--- src/alle_pkg.sv ---
// Package for the array linked list engine: sizes, status and mode codes,
// and the command and status structs between controller and datapath.
// No dependencies.
package alle_pkg;

  localparam int DEPTH  = 16;
  localparam int IDX_W  = $clog2(DEPTH);
  localparam int PTR_W  = $clog2(DEPTH + 1);
  localparam int CNT_W  = $clog2(DEPTH + 1);
  localparam int DATA_W = 32;
  localparam int SLOT_W = 4;

  localparam logic [PTR_W-1:0] NULL_PTR = PTR_W'(DEPTH);

  typedef enum logic [1:0] {
    MODE_APPEND = 2'd0,
    MODE_DELETE = 2'd1,
    MODE_READ   = 2'd2,
    MODE_UNUSED = 2'd3
  } mode_e;

  typedef enum logic [1:0] {
    STAT_OK        = 2'd0,
    STAT_NOT_FOUND = 2'd1,
    STAT_FULL      = 2'd2,
    STAT_EMPTY     = 2'd3
  } status_e;

  typedef struct packed {
    logic accept;
    logic app_do;
    logic link;
    logic srch_step;
    logic pred_step;
    logic unlink;
    logic emit_full;
    logic emit_miss;
    logic emit_empty;
    logic rd_step;
  } cmd_t;

  typedef struct packed {
    logic fcount_empty;
    logic tail_null;
    logic head_null;
    logic scan_last;
    logic found_any;
    logic rd_end;
    logic out_free;
  } sts_t;

endpackage

--- src/array_linked_list_engine_unit.sv ---
// Array linked list engine, top level: controller plus datapath.
// Depends on alle_pkg, alle_ctrl and alle_dp.
//
// Holds a singly linked list in 16 slots with a free-slot stack. One word is
// taken at a time. Append writes a slot and, behind an existing tail, links it
// in a further step; a full append or an empty read only emits a status word,
// and an unused mode is dropped. Delete makes a value-match pass over the slot
// stores, one slot per cycle, and on a hit a predecessor pass, then unlinks the
// slot. Read emits one word per element.
// Results go through a one-word output register, so a new word is taken while
// the last result still waits downstream; emitting stops while that register
// is stalled.
module array_linked_list_engine_unit (
  input  logic               clk_i,
  input  logic               rst_ni,
  input  logic               in_valid_i,
  output logic               in_stall_o,
  input  logic [1:0]         mode_i,
  input  logic signed [31:0] value_i,
  output logic               out_valid_o,
  input  logic               out_stall_i,
  output logic [1:0]         status_o,
  output logic signed [31:0] data_o,
  output logic [3:0]         slot_o,
  output logic               last_o
);
  import alle_pkg::*;

  cmd_t cmd;
  sts_t sts;

  alle_ctrl u_ctrl (
    .clk_i      (clk_i),
    .rst_ni     (rst_ni),
    .in_valid_i (in_valid_i),
    .mode_i     (mode_i),
    .in_stall_o (in_stall_o),
    .sts_i      (sts),
    .cmd_o      (cmd)
  );

  alle_dp u_dp (
    .clk_i       (clk_i),
    .rst_ni      (rst_ni),
    .mode_i      (mode_i),
    .value_i     (value_i),
    .cmd_i       (cmd),
    .sts_o       (sts),
    .out_valid_o (out_valid_o),
    .out_stall_i (out_stall_i),
    .status_o    (status_o),
    .data_o      (data_o),
    .slot_o      (slot_o),
    .last_o      (last_o)
  );

`ifndef SYNTHESIS
  a_cmd_onehot: assert property (@(posedge clk_i) disable iff (!rst_ni)
    $onehot0(cmd))
    else $error("more than one datapath command at once");

  a_emit_free: assert property (@(posedge clk_i) disable iff (!rst_ni)
    (cmd.app_do || cmd.unlink || cmd.rd_step || cmd.emit_full ||
     cmd.emit_miss || cmd.emit_empty) |-> sts.out_free)
    else $error("result written while output register is held");

  a_busy_after_accept: assert property (@(posedge clk_i) disable iff (!rst_ni)
    (in_valid_i && !in_stall_o && mode_i != MODE_UNUSED) |=> in_stall_o)
    else $error("engine not busy after taking a word");
`endif

endmodule

--- src/alle_ctrl.sv ---
// Controller FSM of the array linked list engine.
// Sequences append, delete scans and read walks; uses alle_pkg.
module alle_ctrl (
  input  logic               clk_i,
  input  logic               rst_ni,
  input  logic               in_valid_i,
  input  logic [1:0]         mode_i,
  output logic               in_stall_o,
  input  alle_pkg::sts_t     sts_i,
  output alle_pkg::cmd_t     cmd_o
);
  import alle_pkg::*;

  typedef enum logic [9:0] {
    S_IDLE   = 10'b0000000001,
    S_APP    = 10'b0000000010,
    S_LINK   = 10'b0000000100,
    S_SRCH   = 10'b0000001000,
    S_PRED   = 10'b0000010000,
    S_UNLINK = 10'b0000100000,
    S_MISS   = 10'b0001000000,
    S_EMPTY  = 10'b0010000000,
    S_READ   = 10'b0100000000,
    S_FULL   = 10'b1000000000
  } state_e;

  state_e state_q, state_d;

  assign in_stall_o = (state_q != S_IDLE);

  always_comb begin
    state_d = state_q;
    cmd_o   = '0;
    unique case (state_q)
      S_IDLE: begin
        if (in_valid_i) begin
          cmd_o.accept = 1'b1;
          case (mode_i)
            MODE_APPEND: state_d = sts_i.fcount_empty ? S_FULL : S_APP;
            MODE_DELETE: state_d = S_SRCH;
            MODE_READ:   state_d = sts_i.head_null ? S_EMPTY : S_READ;
            default:     state_d = S_IDLE;
          endcase
        end
      end
      S_FULL: begin
        if (sts_i.out_free) begin
          cmd_o.emit_full = 1'b1;
          state_d = S_IDLE;
        end
      end
      S_APP: begin
        if (sts_i.out_free) begin
          cmd_o.app_do = 1'b1;
          state_d = sts_i.tail_null ? S_IDLE : S_LINK;
        end
      end
      S_LINK: begin
        cmd_o.link = 1'b1;
        state_d = S_IDLE;
      end
      S_SRCH: begin
        cmd_o.srch_step = 1'b1;
        if (sts_i.scan_last) begin
          state_d = sts_i.found_any ? S_PRED : S_MISS;
        end
      end
      S_PRED: begin
        cmd_o.pred_step = 1'b1;
        if (sts_i.scan_last) begin
          state_d = S_UNLINK;
        end
      end
      S_UNLINK: begin
        if (sts_i.out_free) begin
          cmd_o.unlink = 1'b1;
          state_d = S_IDLE;
        end
      end
      S_MISS: begin
        if (sts_i.out_free) begin
          cmd_o.emit_miss = 1'b1;
          state_d = S_IDLE;
        end
      end
      S_EMPTY: begin
        if (sts_i.out_free) begin
          cmd_o.emit_empty = 1'b1;
          state_d = S_IDLE;
        end
      end
      S_READ: begin
        if (sts_i.out_free) begin
          cmd_o.rd_step = 1'b1;
          if (sts_i.rd_end) begin
            state_d = S_IDLE;
          end
        end
      end
      default: state_d = S_IDLE;
    endcase
  end

  always_ff @(posedge clk_i or negedge rst_ni) begin
    if (!rst_ni) begin
      state_q <= S_IDLE;
    end else begin
      state_q <= state_d;
    end
  end

endmodule

--- src/alle_dp.sv ---
// Datapath of the array linked list engine: slot stores, free stack,
// head/tail pointers, scan registers and the output word register; uses alle_pkg.
module alle_dp (
  input  logic                       clk_i,
  input  logic                       rst_ni,
  input  logic [1:0]                 mode_i,
  input  logic signed [31:0]         value_i,
  input  alle_pkg::cmd_t             cmd_i,
  output alle_pkg::sts_t             sts_o,
  output logic                       out_valid_o,
  input  logic                       out_stall_i,
  output logic [1:0]                 status_o,
  output logic signed [31:0]         data_o,
  output logic [3:0]                 slot_o,
  output logic                       last_o
);
  import alle_pkg::*;

  logic [DATA_W-1:0] val_mem [DEPTH];
  logic [PTR_W-1:0]  nxt_mem [DEPTH];
  logic [IDX_W-1:0]  fstk_q  [DEPTH];
  logic [DEPTH-1:0]  valid_q;
  logic [PTR_W-1:0]  head_q, tail_q;
  logic [CNT_W-1:0]  fcount_q;

  logic [DATA_W-1:0] value_q;
  logic [IDX_W-1:0]  idx_q;
  logic [IDX_W-1:0]  cnt_q;
  logic [PTR_W-1:0]  s_q, pred_q, nexts_q;
  logic              found_q;

  logic              out_valid_q;
  logic [1:0]        status_q;
  logic [DATA_W-1:0] data_q;
  logic [SLOT_W-1:0] slot_q;
  logic              last_q;

  logic [DATA_W-1:0] rd_val;
  logic [PTR_W-1:0]  rd_nxt;
  logic              rd_vld;
  logic              hit;
  logic [CNT_W-1:0]  fcm1;
  logic [IDX_W-1:0]  pop_slot;
  logic              head_is_s;
  logic [PTR_W-1:0]  new_head;
  logic              emit_any;
  logic              rd_end;
  logic              scan_last;

  assign rd_val    = val_mem[idx_q];
  assign rd_nxt    = nxt_mem[idx_q];
  assign rd_vld    = valid_q[idx_q];
  assign hit       = rd_vld && (rd_val == value_q);
  assign fcm1      = fcount_q - CNT_W'(1);
  assign pop_slot  = fstk_q[fcm1[IDX_W-1:0]];
  assign head_is_s = (head_q == s_q);
  assign new_head  = head_is_s ? ((nexts_q < PTR_W'(DEPTH)) ? nexts_q : NULL_PTR) : head_q;
  assign rd_end    = (rd_nxt >= PTR_W'(DEPTH)) || (cnt_q == IDX_W'(DEPTH - 1));
  assign scan_last = (idx_q == IDX_W'(DEPTH - 1));
  assign emit_any  = cmd_i.app_do | cmd_i.unlink | cmd_i.emit_full | cmd_i.emit_miss
                   | cmd_i.emit_empty | cmd_i.rd_step;

  always_comb begin
    sts_o.fcount_empty = (fcount_q == '0) || (fcount_q > CNT_W'(DEPTH));
    sts_o.tail_null    = (tail_q == NULL_PTR);
    sts_o.head_null    = (head_q == NULL_PTR);
    sts_o.scan_last    = scan_last;
    sts_o.found_any    = found_q | hit;
    sts_o.rd_end       = rd_end;
    sts_o.out_free     = !out_valid_q || !out_stall_i;
  end

  // slot stores, undefined until written
  always_ff @(posedge clk_i) begin
    if (cmd_i.app_do) begin
      val_mem[pop_slot] <= value_q;
      nxt_mem[pop_slot] <= NULL_PTR;
    end
    if (cmd_i.link) begin
      nxt_mem[tail_q[IDX_W-1:0]] <= s_q;
    end
    if (cmd_i.unlink && !head_is_s && (pred_q != NULL_PTR)) begin
      nxt_mem[pred_q[IDX_W-1:0]] <= nexts_q;
    end
  end

  always_ff @(posedge clk_i or negedge rst_ni) begin
    if (!rst_ni) begin
      valid_q     <= '0;
      head_q      <= NULL_PTR;
      tail_q      <= NULL_PTR;
      fcount_q    <= CNT_W'(DEPTH);
      out_valid_q <= 1'b0;
      for (int i = 0; i < DEPTH; i++) begin
        fstk_q[i] <= IDX_W'(DEPTH - 1 - i);
      end
    end else begin
      out_valid_q <= emit_any | (out_valid_q & out_stall_i);
      if (cmd_i.app_do) begin
        valid_q[pop_slot] <= 1'b1;
        fcount_q <= fcm1;
        if (tail_q == NULL_PTR) begin
          head_q <= PTR_W'(pop_slot);
          tail_q <= PTR_W'(pop_slot);
        end
      end
      if (cmd_i.link) begin
        tail_q <= s_q;
      end
      if (cmd_i.unlink) begin
        head_q <= new_head;
        if (tail_q == s_q) begin
          tail_q <= (new_head == NULL_PTR) ? NULL_PTR : pred_q;
        end
        valid_q[s_q[IDX_W-1:0]] <= 1'b0;
        if (fcount_q < CNT_W'(DEPTH)) begin
          fstk_q[fcount_q[IDX_W-1:0]] <= s_q[IDX_W-1:0];
          fcount_q <= fcount_q + CNT_W'(1);
        end
      end
    end
  end

  always_ff @(posedge clk_i) begin
    if (cmd_i.accept) begin
      value_q <= value_i;
      found_q <= 1'b0;
      pred_q  <= NULL_PTR;
      cnt_q   <= '0;
      idx_q   <= (mode_i == MODE_READ) ? head_q[IDX_W-1:0] : '0;
    end
    if (cmd_i.srch_step) begin
      if (hit) begin
        s_q     <= PTR_W'(idx_q);
        nexts_q <= rd_nxt;
        found_q <= 1'b1;
      end
      idx_q <= scan_last ? '0 : idx_q + IDX_W'(1);
    end
    if (cmd_i.pred_step) begin
      if ((PTR_W'(idx_q) != s_q) && rd_vld && (rd_nxt == s_q)) begin
        pred_q <= PTR_W'(idx_q);
      end
      idx_q <= scan_last ? '0 : idx_q + IDX_W'(1);
    end
    if (cmd_i.app_do) begin
      s_q <= PTR_W'(pop_slot);
    end
    if (cmd_i.rd_step) begin
      idx_q <= rd_nxt[IDX_W-1:0];
      cnt_q <= cnt_q + IDX_W'(1);
    end

    if (cmd_i.app_do) begin
      status_q <= STAT_OK;
      data_q   <= value_q;
      slot_q   <= SLOT_W'(pop_slot);
      last_q   <= 1'b1;
    end else if (cmd_i.unlink) begin
      status_q <= STAT_OK;
      data_q   <= value_q;
      slot_q   <= SLOT_W'(s_q[IDX_W-1:0]);
      last_q   <= 1'b1;
    end else if (cmd_i.emit_full) begin
      status_q <= STAT_FULL;
      data_q   <= value_q;
      slot_q   <= '0;
      last_q   <= 1'b1;
    end else if (cmd_i.emit_miss) begin
      status_q <= STAT_NOT_FOUND;
      data_q   <= value_q;
      slot_q   <= '0;
      last_q   <= 1'b1;
    end else if (cmd_i.emit_empty) begin
      status_q <= STAT_EMPTY;
      data_q   <= '0;
      slot_q   <= '0;
      last_q   <= 1'b1;
    end else if (cmd_i.rd_step) begin
      status_q <= STAT_OK;
      data_q   <= rd_val;
      slot_q   <= SLOT_W'(idx_q);
      last_q   <= rd_end;
    end
  end

  assign out_valid_o = out_valid_q;
  assign status_o    = status_q;
  assign data_o      = data_q;
  assign slot_o      = slot_q;
  assign last_o      = last_q;

endmodule

--- config.mk ---
export PLATFORM = sky130hd
export DESIGN_NAME = array_linked_list_engine_unit
export DESIGN_NICKNAME = d
export VERILOG_FILES = /design/src/alle_pkg.sv /design/src/array_linked_list_engine_unit.sv /design/src/alle_ctrl.sv /design/src/alle_dp.sv
export SDC_FILE = /design/constraint.sdc
export NUM_CORES = 1
export LEC_CHECK = 0
export BUFFER_PORTS_ARGS = -buffer_cell sky130_fd_sc_hd__buf_2
export CAP_MARGIN = 20
export CORE_UTILIZATION = 45
export CTS_BUF_LIST = sky130_fd_sc_hd__clkbuf_8
export DETAILED_ROUTE_END_ITERATION = 8
export GPL_TIMING_DRIVEN = 0
export SKIP_LAST_GASP = 1
export SLEW_MARGIN = 25
export SYNTH_ARGS = -nofsm -noshare
export SYNTH_HDL_FRONTEND = slang
export SYNTH_SLANG_ARGS = --single-unit
--- constraint.sdc ---
create_clock -name clk_i -period 13.75 [get_ports clk_i]
set_clock_uncertainty 0.15 [all_clocks]
set_input_delay 0.6875 -clock clk_i [delete_from_list [all_inputs] [get_ports clk_i]]
set_output_delay 0.6875 -clock clk_i [all_outputs]
set_load 0.05 [all_outputs]
==> impl_metrics.json, run 1 <==
{
  "routed_wl_mm": 93.1,
  "worstHoldStart": "mode_i[1]",
  "netlist.top_cell.by_area": "sky130_fd_sc_hd__edfxtp_1",
  "synth_instances": 1951,
  "place.gp.congestion": 0.883,
  "initial_core_util_pct": 45.8,
  "worst_rel_slew_slack_pct": 23.5,
  "drive_above_1_share_pct": 26.3,
  "area_growth_syn_to_layout_pct": 16.4,
  "number_of_synthesized_flops_with_an_enable_pin": 677,
  "critical-path-top-cell-by-count": "sky130_fd_sc_hd__buf_2",
  "yosys_most_used_dff": "sky130_fd_sc_hd__edfxtp_1",
  "timing.final.crit_share_pct": 39.6,
  "standard_cell_with_the_maximum_stage_delay_on_the_critical_path": "sky130_fd_sc_hd__nor3_2",
  "route.detailed.drc": 0,
  "final_design_area_no_fill_um2": 38400,
  "setup_tns_final_ns": 0,
  "total_met2_wirelength_after_detailed_routing_mm": 45.3,
  "cts_buffer_depth": 3,
  "multi_input_comb_area_um2": 9170,
  "clkLatencyLatePin_ns": 0.80,
  "grt_util_all_layers_pct": 25.5,
  "yosysTopAreaCellShare_pct": 61.6,
  "drtPass1Iterations": 6,
  "viasPerCell": 5.92,
  "ant_nets": 0,
  "dieHeight_um": 273,
  "synthesis.area_um2": 33000,
  "fmaxAchievable_mhz": 184,
  "worst_hold_path.num_cells": 4,
  "synth.yosys.warnings": 0,
  "clock_sinks": 796,
  "wl_met3_mm": 6.76,
  "ys_top_cells_by_area": "sky130_fd_sc_hd__edfxtp_1, sky130_fd_sc_hd__mux4_2, sky130_fd_sc_hd__dfrtp_1",
  "hpwl_mm": 62.2,
  "rows": 98,
  "crit_chain": "buf_4, buf_2, buf_2, mux2_2, xor2_1, o2111ai_1, nor4_1, nand4_1, nor3_2, or2_1",
  "grt_remaining_overflow": 0,
  "ys_types": 79,
  "layout_min_cycle_time_ns": 5.45,
  "ctsHtreeMaxLevel": 4,
  "tot_pwr_uw": 7890,
  "synthesis.area_per_instance_um2": 16.9,
  "setup_violations": 0,
  "portBuffers": 78,
  "clk_root_buffer_cell": "sky130_fd_sc_hd__clkbuf_8",
  "numCtsBuffers": 135,
  "async_reset_ff_share_pct": 13.3,
  "grt_antenna_before_repair": 1,
  "power.density_nw_per_um2": 205,
  "synth.ff_latch_count": 796,
  "synth_sequential_area_ratio_pct": 70.5,
  "tritoncts": "yes",
  "startpoint_type": "flip-flop",
  "via_count_of_the_first_global_routing_pass": 20000,
  "leakagePower_uw": 0.0135,
  "nets": 2280,
  "worst_slew_pin_slew_ns": 1.15,
  "boundaryPins": 79,
  "post_dp_cell_area_um2": 35700,
  "maximum_number_of_pins_on_one_net_before_global_route_repair": 64,
  "critPathMaxFanout": 10,
  "worst-endpoint-required_ns": 14.09,
  "drt-wirelength-per-cell_um": 28.3,
  "worst_hold_path_type": "input pin to flip-flop",
  "synthesis.nets": 1995,
  "yosys.cell_count.top_type": "sky130_fd_sc_hd__edfxtp_1",
  "die_width_um": 273,
  "seq_area_um2": 23300,
  "crit_arrival_ns": 5.79,
  "status": "completed",
  "die-area_um2": 74500,
  "detail_route.iter0.violations": 2170,
  "critical_path_type": "flip-flop to flip-flop",
  "worst_path_largest_cell_delay_ns": 0.70,
  "timing.max_cap.violations": 0,
  "slew_viol_final": 0,
  "clkTransAtPathRegs_ns": 0.06,
  "worst-r2r-cell-count": 10,
  "detail_route.wirelength.met1_mm": 39.0,
  "grt_first_pass_wirelength_mm": 135,
  "ir_drop_uv": 128,
  "synth_commonest_cells": "sky130_fd_sc_hd__edfxtp_1, sky130_fd_sc_hd__nand2_1, sky130_fd_sc_hd__mux4_2, sky130_fd_sc_hd__mux2i_1, sky130_fd_sc_hd__nor2_1",
  "detailroute.via_count": 19500,
  "finalHoldViolations": 0,
  "rsz0062_at_grt": "no",
  "core-area_um2": 72100,
  "critical_path.endpoint_type": "flip-flop",
  "layout.filler_cells": 5846,
  "topRoutingLayerUsed": "met4"
}
[flip-flops by register name, summed over array words and instances, names as in the netlist, 10 cells and up, named ones only]
signal and count:
u_dp.data_o 32, u_dp.value_q 32, u_dp.nxt_mem 80, u_ctrl.state_q 10, u_dp.val_mem 512, u_dp.fstk_q 64, u_dp.valid_q 16
[final cells by class]
| cell class | instances | area share (%) |
|---|---|---|
| Sequential cell | 796 | 60.6 |
| Multi-Input combinational cell | 1033 | 23.9 |
| Clock buffer | 142 | 5.08 |
| Timing Repair Buffer | 148 | 4.33 |
| Tap cell | 950 | 3.09 |
| Buffer | 98 | 1.58 |
| Clock inverter | 97 | 1.23 |
| Inverter | 24 | 0.241 |
| Antenna cell | 1 | 0.00651 |
[metal layers]
metal  vias to the layer above  GRT usage, %
li1                       8294             -
met1                     10200          34.9
met2                       870          41.5
met3                       147          4.89
met4                         0          7.64
met5                         -             0
[power by group]
group	leakage, uW	internal [uW]	switching [uW]
clock	0.00145	979	961
combinational	0.00447	951	1750
sequential	0.00753	3000	246
[cell families after synthesis]
| group | after synthesis | synth area share [%] |
|---|---|---|
| XOR/XNOR | 69 | 1.83 |
| AO/OA/AOI/OAI | 246 | 5.11 |
| AND/OR/NAND/NOR | 385 | 5.44 |
| multiplexers | 327 | 14.8 |
| buffers and inverters | 122 | 2.10 |
| flip-flops | 796 | 70.5 |
| adder cells (fa/ha/maj) | 6 | 0.227 |
[cells in the final DEF (no fill, tap or decap), drive strengths merged, types with 14 or more instances in the layout]
cell type    synthesis  routed
edfxtp             677     677
clkbuf              38     180
buf                 60     174
nand2              135     135
mux4               118     118
mux2i              112     112
nor2               109     109
mux2                97      97
inv                 22      87
dfrtp               70      70
o21ai               51      51
xnor2               50      50
a21oi               43      43
nand3               36      36
dfstp               36      36
dlygate4sd3          0      34
clkinv               2      31
a22o                23      23
a22oi               22      22
nor3                21      21
xor2                19      19
a221oi              17      17
a31oi               16      16
nand2b              15      15
o22ai               14      14
[repair_timing]
| item | CTS | global route |
|---|---|---|
| hold endpoints to repair | 76 | 0 |
| gates resized for setup | 0 | 0 |
| buffers inserted | 0 | 0 |
| hold buffers | 34 | 0 |
| setup endpoints to repair | 0 | 0 |
[path summary, 6_finish.rpt]
check / to / slack, ns
setup / recovery: u_dp.s_q[1] / 8.30
hold / removal: u_ctrl.state_q[3] / 0.07
setup reg to reg: u_dp.s_q[1] / 8.30
hold reg to reg: u_dp.status_o[0] / 0.31
max in group asynchronous: u_dp.tail_q[4] / 12.49
min in group asynchronous: u_dp.fstk_q[23] / 0.24
[critical path, delay by kind of cell, from the launching register on]
family / cells / cell delay [ns]
and+or+nand+nor: 4 / 1.94
xor gates and xnor gates: 1 / 0.55
AOI/OAI and AO/OA: 1 / 0.33
buffers and inverters: 3 / 1.24
DFF: 1 / 0.48
muxes: 1 / 0.40
[stage by stage]
step           util, %  std cells  hold WS [ns]  worst slack (ns)
6_report          53.3       3289        0.0658              8.30
5_1_grt           53.3       3289        0.0824              8.08
4_1_cts           53.3       3288        0.0138              8.34
3_5_place_dp      49.5       3015         0.299              8.37
3_3_place_gp      48.0       2979         0.295              5.91
2_1_floorplan        -       1951         0.242              9.05
Note: power is estimated with default switching activity, not from simulation.
==> run 2: changes to the inputs <==
Clock period 13.75 ns to 4.6 ns, I/O delays scaled along.
==> run 2 against run 1 <==
Flip-flop and latch count is the same. Largest power group unchanged. Count of clock-buffer cells in the layout is the same. Maximum frequency grew 23%. Critical path type unchanged. Non-clock buffer count grew 59.
==> impl_metrics.json, run 2 (synthesized netlist as in run 1, its figures left out) <==
{
  "worst_hold_path_type": "input pin to flip-flop",
  "timing.max_cap.violations": 0,
  "critical_path.endpoint_type": "flip-flop",
  "grt_remaining_overflow": 0,
  "status": "completed",
  "via_count_of_the_first_global_routing_pass": 20200,
  "rows": 98,
  "nets": 2339,
  "ant_nets": 0,
  "maximum_number_of_pins_on_one_net_before_global_route_repair": 64,
  "critPathLaunch": "u_dp.fcount_q[0]",
  "die-area_um2": 74500,
  "dp.cells": 3015,
  "power.density_nw_per_um2": 605,
  "initial_core_util_pct": 45.8,
  "grt_util_all_layers_pct": 25.6,
  "worst_slew_pin_slew_ns": 1.11,
  "viasPerCell": 5.90,
  "clk_root_buffer_cell": "sky130_fd_sc_hd__clkbuf_8",
  "place.gp.congestion": 0.883,
  "worst-endpoint-required_ns": 4.89,
  "largest_register_ffs": 512,
  "timing.reg2reg.setup_slack_ns": 0.15,
  "worst_path_largest_cell_delay_ns": 0.49,
  "layout.filler_cells": 5781,
  "portBuffers": 78,
  "critPathMaxFanout": 10,
  "postLayoutCoreUtil_pct": 54.3,
  "layout_min_cycle_time_ns": 4.45,
  "clock_sinks": 796,
  "clkTransAtPathRegs_ns": 0.06,
  "leakagePower_uw": 0.0138,
  "die_width_um": 273,
  "rsz0062_at_grt": "yes",
  "slew_viol_final": 0,
  "setup_tns_final_ns": 0,
  "mostFrequentLayoutCell": "sky130_fd_sc_hd__edfxtp_1",
  "drt-wirelength-per-cell_um": 28.0,
  "crit_chain": "clkbuf_4, inv_1, ha_1, buf_2, clkbuf_4, mux4_2, mux2i_1, nand2_1, o21ai_2, o21ai_0, a22oi_2, nand3_1, nor2_2",
  "final-instance-count-excl-fill": 3348,
  "critical_path_type": "flip-flop to flip-flop",
  "ctsHtreeMaxLevel": 4,
  "boundaryPins": 79,
  "routed_wl_mm": 93.6,
  "dieHeight_um": 273,
  "critical-path-top-cell-by-count": "sky130_fd_sc_hd__clkbuf_4",
  "drive_above_1_share_pct": 27.6,
  "drtPass1Iterations": 6,
  "registers.top_by_ff_count": "u_dp.val_mem",
  "area_growth_syn_to_layout_pct": 18.6,
  "numCtsBuffers": 135,
  "grt_antenna_before_repair": 3,
  "timing.final.crit_share_pct": 96.7,
  "finalHoldViolations": 0,
  "detailroute.via_count": 19700,
  "grt_first_pass_wirelength_mm": 136,
  "clkLatencyLatePin_ns": 0.81,
  "crit_arrival_ns": 4.74,
  "largest_registers": "u_dp.val_mem: 512 flops, u_dp.nxt_mem: 80 flops, u_dp.fstk_q: 64 flops",
  "worstHoldStart": "value_i[26]",
  "hpwl_mm": 62.2,
  "r2r_start": "u_dp.fcount_q[0]",
  "startpoint_type": "flip-flop",
  "layout_common_cells": "sky130_fd_sc_hd__edfxtp_1, sky130_fd_sc_hd__clkbuf_8, sky130_fd_sc_hd__nand2_1, sky130_fd_sc_hd__mux4_2, sky130_fd_sc_hd__mux2i_1",
  "core-area_um2": 72100,
  "setup_violations": 0,
  "worst_rel_slew_slack_pct": 25.9,
  "detail_route.iter0.violations": 2078,
  "standard_cell_with_the_maximum_stage_delay_on_the_critical_path": "sky130_fd_sc_hd__dfrtp_1",
  "fmaxAchievable_mhz": 225,
  "tritoncts": "yes",
  "ir_drop_uv": 382,
  "cts_buffer_depth": 3,
  "route.detailed.drc": 0
}
[run 2: cell count changes in the layout (fill, tap and decap cells not counted), sizes merged]
cell	previous run	this run
dlygate4sd3	34	70
clkbuf	180	181
buf	174	196
[run 2: layer usage]
| layer | share of wire, % | wire length (um) | track usage [%] | up-vias |
|---|---|---|---|---|
| met3 | 7.0 | 6510 | 4.82 | 158 |
| li1 | - | - | - | 8411 |
| met4 | 2.5 | 2300 | 8.10 | 2 |
| met5 | 0.014 | 13 | 0 | - |
| met1 | 42 | 39200 | 34.9 | 10300 |
| met2 | 49 | 45600 | 41.7 | 863 |
[run 2: path summary, 6_finish.rpt]
path	endpoint	cells after the start
min in group asynchronous	u_dp.fstk_q[35]	3
hold / removal	u_dp.value_q[26]	2
setup / recovery	u_dp.nxt_mem[8][4]	13
max in group asynchronous	u_ctrl.state_q[2]	4
hold reg to reg	u_dp.status_o[0]	2
setup reg to reg	u_dp.nxt_mem[8][4]	13
[run 2: layout make-up]
class / instances / area (um^2) / area share (%)
buffer: 97 / 611 / 1.56
clock inverter: 97 / 472 / 1.20
multi-input combinational: 1033 / 9290 / 23.7
inverter: 24 / 93.8 / 0.240
clock buffer: 142 / 1950 / 4.99
tap: 950 / 1190 / 3.04
antenna: 1 / 2.50 / 0.00639
timing repair buffer: 208 / 2250 / 5.75
sequential: 796 / 23300 / 59.5
[run 2: repair_timing]
item,in CTS,in global routing
pin swaps,14,1
setup endpoints to repair,619,157
hold buffers,71,0
gates resized for setup,20,15
setup buffers,19,4
hold endpoints to repair,162,0
[run 2: power by group]
part           switching, uW  total, uW  internal (uW)
clock                   2860       5790           2930
sequential               736       9720           8980
combinational           5280       8180           2900
total                   8870      23700          14800
[run 2: metrics by stage]
stage	power, uW	worst slack [ns]	hold slack, ns	area, um^2
finish	23700	0.152	0.0482	39100
global route	24600	-0.0262	0.0461	39100
CTS	23700	-0.117	0.00464	39100
detailed placement	17800	-0.778	0.0317	35700
global placement	17700	-3.24	0.256	34600
floorplan	14800	-0.0957	-0.216	33000
[run 2: worst max-delay path: cells and delay by family (launching register included)]
family	cells	cell delay [ns]
compound gates	3	0.80
flops	1	0.49
mux	2	0.55
simple gates	3	0.79
fa+ha+maj	1	0.28
buf+inv	4	1.01
==> run 3: changes to the inputs <==
Settings changed: CTS_BUF_LIST sky130_fd_sc_hd__clkbuf_8 to not set, PLACE_DENSITY_LB_ADDON set to 0.25.
==> run 3 against run 2 <==
Cell count shrank 3.7%. Sequential power about the same. Critical path depth is 2 lower. Non-clock buffer count fell by 36. First-iteration DRC count up 10%. Utilization down 0.18 points. Largest power group unchanged.
==> impl_metrics.json, run 3 (synthesized netlist as in run 1, its figures left out) <==
{
  "fmaxAchievable_mhz": 224,
  "rows": 98,
  "status": "completed",
  "drtPass1Iterations": 5,
  "numCtsBuffers": 83,
  "critical_path_type": "flip-flop to flip-flop",
  "critPathLaunch": "u_dp.fcount_q[0]",
  "grt_remaining_overflow": 0,
  "nets": 2251,
  "place.gp.congestion": 0.903,
  "initial_core_util_pct": 45.8,
  "slew_viol_final": 0,
  "timing.max_cap.violations": 0,
  "die-area_um2": 74500,
  "leakagePower_uw": 0.0135,
  "n_diodes": 0,
  "ant_nets": 0,
  "core-area_um2": 72100,
  "worst-r2r-cell-count": 11,
  "dieHeight_um": 273,
  "r2r_start": "u_dp.fcount_q[0]",
  "worst_hold_path_type": "input pin to async pin",
  "power.density_nw_per_um2": 627,
  "clock_sinks": 796,
  "largest_register_ffs": 512,
  "layout.filler_cells": 5655,
  "timing.final.crit_share_pct": 97.1,
  "grt_antenna_before_repair": 1,
  "drt-wirelength-per-cell_um": 28.3,
  "routed_wl_mm": 91.2,
  "viasPerCell": 6.00,
  "rsz0062_at_grt": "yes",
  "drive_above_1_share_pct": 26.6,
  "largest_registers": "u_dp.val_mem: 512 flops, u_dp.nxt_mem: 80 flops, u_dp.fstk_q: 64 flops",
  "boundaryPins": 79,
  "critPathMaxFanout": 15,
  "setup_tns_final_ns": 0,
  "die_width_um": 273,
  "tot_pwr_uw": 24500,
  "layout_min_cycle_time_ns": 4.47,
  "detailroute.via_count": 19400,
  "portBuffers": 78,
  "setup_violations": 0,
  "finalHoldViolations": 0,
  "grt_util_all_layers_pct": 24.7,
  "tritoncts": "yes",
  "worst-endpoint-required_ns": 4.79,
  "clk_root_buffer_cell": "sky130_fd_sc_hd__clkbuf_16",
  "route.detailed.drc": 0,
  "worst_slew_pin_slew_ns": 1.14,
  "registers.top_by_ff_count": "u_dp.val_mem",
  "critical_path.endpoint_type": "flip-flop",
  "detail_route.iter0.violations": 2293,
  "worst_rel_slew_slack_pct": 23.9,
  "ir_drop_uv": 526,
  "clkTransAtPathRegs_ns": 0.06,
  "cts_buffer_depth": 3,
  "via_count_of_the_first_global_routing_pass": 19400,
  "grt_first_pass_wirelength_mm": 132,
  "layout_common_cells": "sky130_fd_sc_hd__edfxtp_1, sky130_fd_sc_hd__nand2_1, sky130_fd_sc_hd__mux4_2, sky130_fd_sc_hd__mux2i_1, sky130_fd_sc_hd__buf_2",
  "area_growth_syn_to_layout_pct": 18.2,
  "ctsHtreeMaxLevel": 3,
  "maximum_number_of_pins_on_one_net_before_global_route_repair": 48,
  "hpwl_mm": 61.0,
  "mostFrequentLayoutCell": "sky130_fd_sc_hd__edfxtp_1",
  "crit_arrival_ns": 4.66,
  "postLayoutCoreUtil_pct": 54.1,
  "clkLatencyLatePin_ns": 0.66,
  "startpoint_type": "flip-flop"
}
==> run 3: per-stage QoR <==
stage	setup WS (ns)	area [um^2]	std cells	hold slack [ns]
after floorplan	-0.0957	33000	1951	-0.216
after global routing	-0.00979	39000	3224	0.107
final	0.134	39000	3224	0.117
after global placement	-3.12	34600	2979	0.259
after detailed placement	-0.725	35600	3014	0.0964
after CTS	0.0114	39000	3222	0.102
==> run 3: cell type report <==
type / count / area, um^2 / area share [%]
clock inverters: 50 / 523 / 1.34
well taps: 950 / 1190 / 3.05
inverters: 24 / 92.6 / 0.237
plain buffers: 98 / 613 / 1.57
clock buffers: 102 / 2150 / 5.51
repair buffers: 171 / 1890 / 4.83
flip-flops and latches: 796 / 23300 / 59.7
multi-input cells: 1033 / 9280 / 23.8
==> run 3: what timing repair did <==
action                                 4_1_cts  5_1_grt
endpoints found under the hold margin      136        0
buffers inserted                            16        2
setup endpoints to repair                  588      100
gates resized for setup                     24        7
pin swaps                                   12        0
hold buffers                                40        0
==> run 3: final timing paths <==
check	endpoint	slack, ns
min	u_dp.fstk_q[30]	0.12
max	u_dp.val_mem[9][12]	0.13
min reg2reg	u_dp.status_o[0]	0.31
max reg2reg	u_dp.val_mem[9][12]	0.13
min in group clk_i	u_dp.value_q[13]	0.13
max in group asynchronous	u_ctrl.state_q[0]	3.84
==> run 3: worst max-delay path, cell delays in order (launching register included) <==
cell	delay (ns)
sky130_fd_sc_hd__dfrtp_1	0.47
sky130_fd_sc_hd__buf_4	0.28
sky130_fd_sc_hd__inv_1	0.09
sky130_fd_sc_hd__ha_1	0.28
sky130_fd_sc_hd__buf_2	0.26
sky130_fd_sc_hd__buf_2	0.35
sky130_fd_sc_hd__mux4_2	0.39
sky130_fd_sc_hd__mux4_2	0.60
sky130_fd_sc_hd__nand2b_1	0.38
sky130_fd_sc_hd__nor2_4	0.44
sky130_fd_sc_hd__buf_16	0.22
sky130_fd_sc_hd__buf_16	0.19
==> run 3: power breakdown <==
part | switching [uW] | internal (uW)
logic | 5240 | 2890
registers | 729 | 8980
clock network | 2850 | 3800
==> run 3: routing by layer <==
layer	vias to the layer above	track usage, %	part of all wire, %	wire (um)
met3	175	4.01	7.1	6480
met1	10100	33.3	41	37000
met4	0	7.97	3.1	2790
li1	8223	-	-	-
met2	867	41.1	49	44900
met5	-	0	0	0
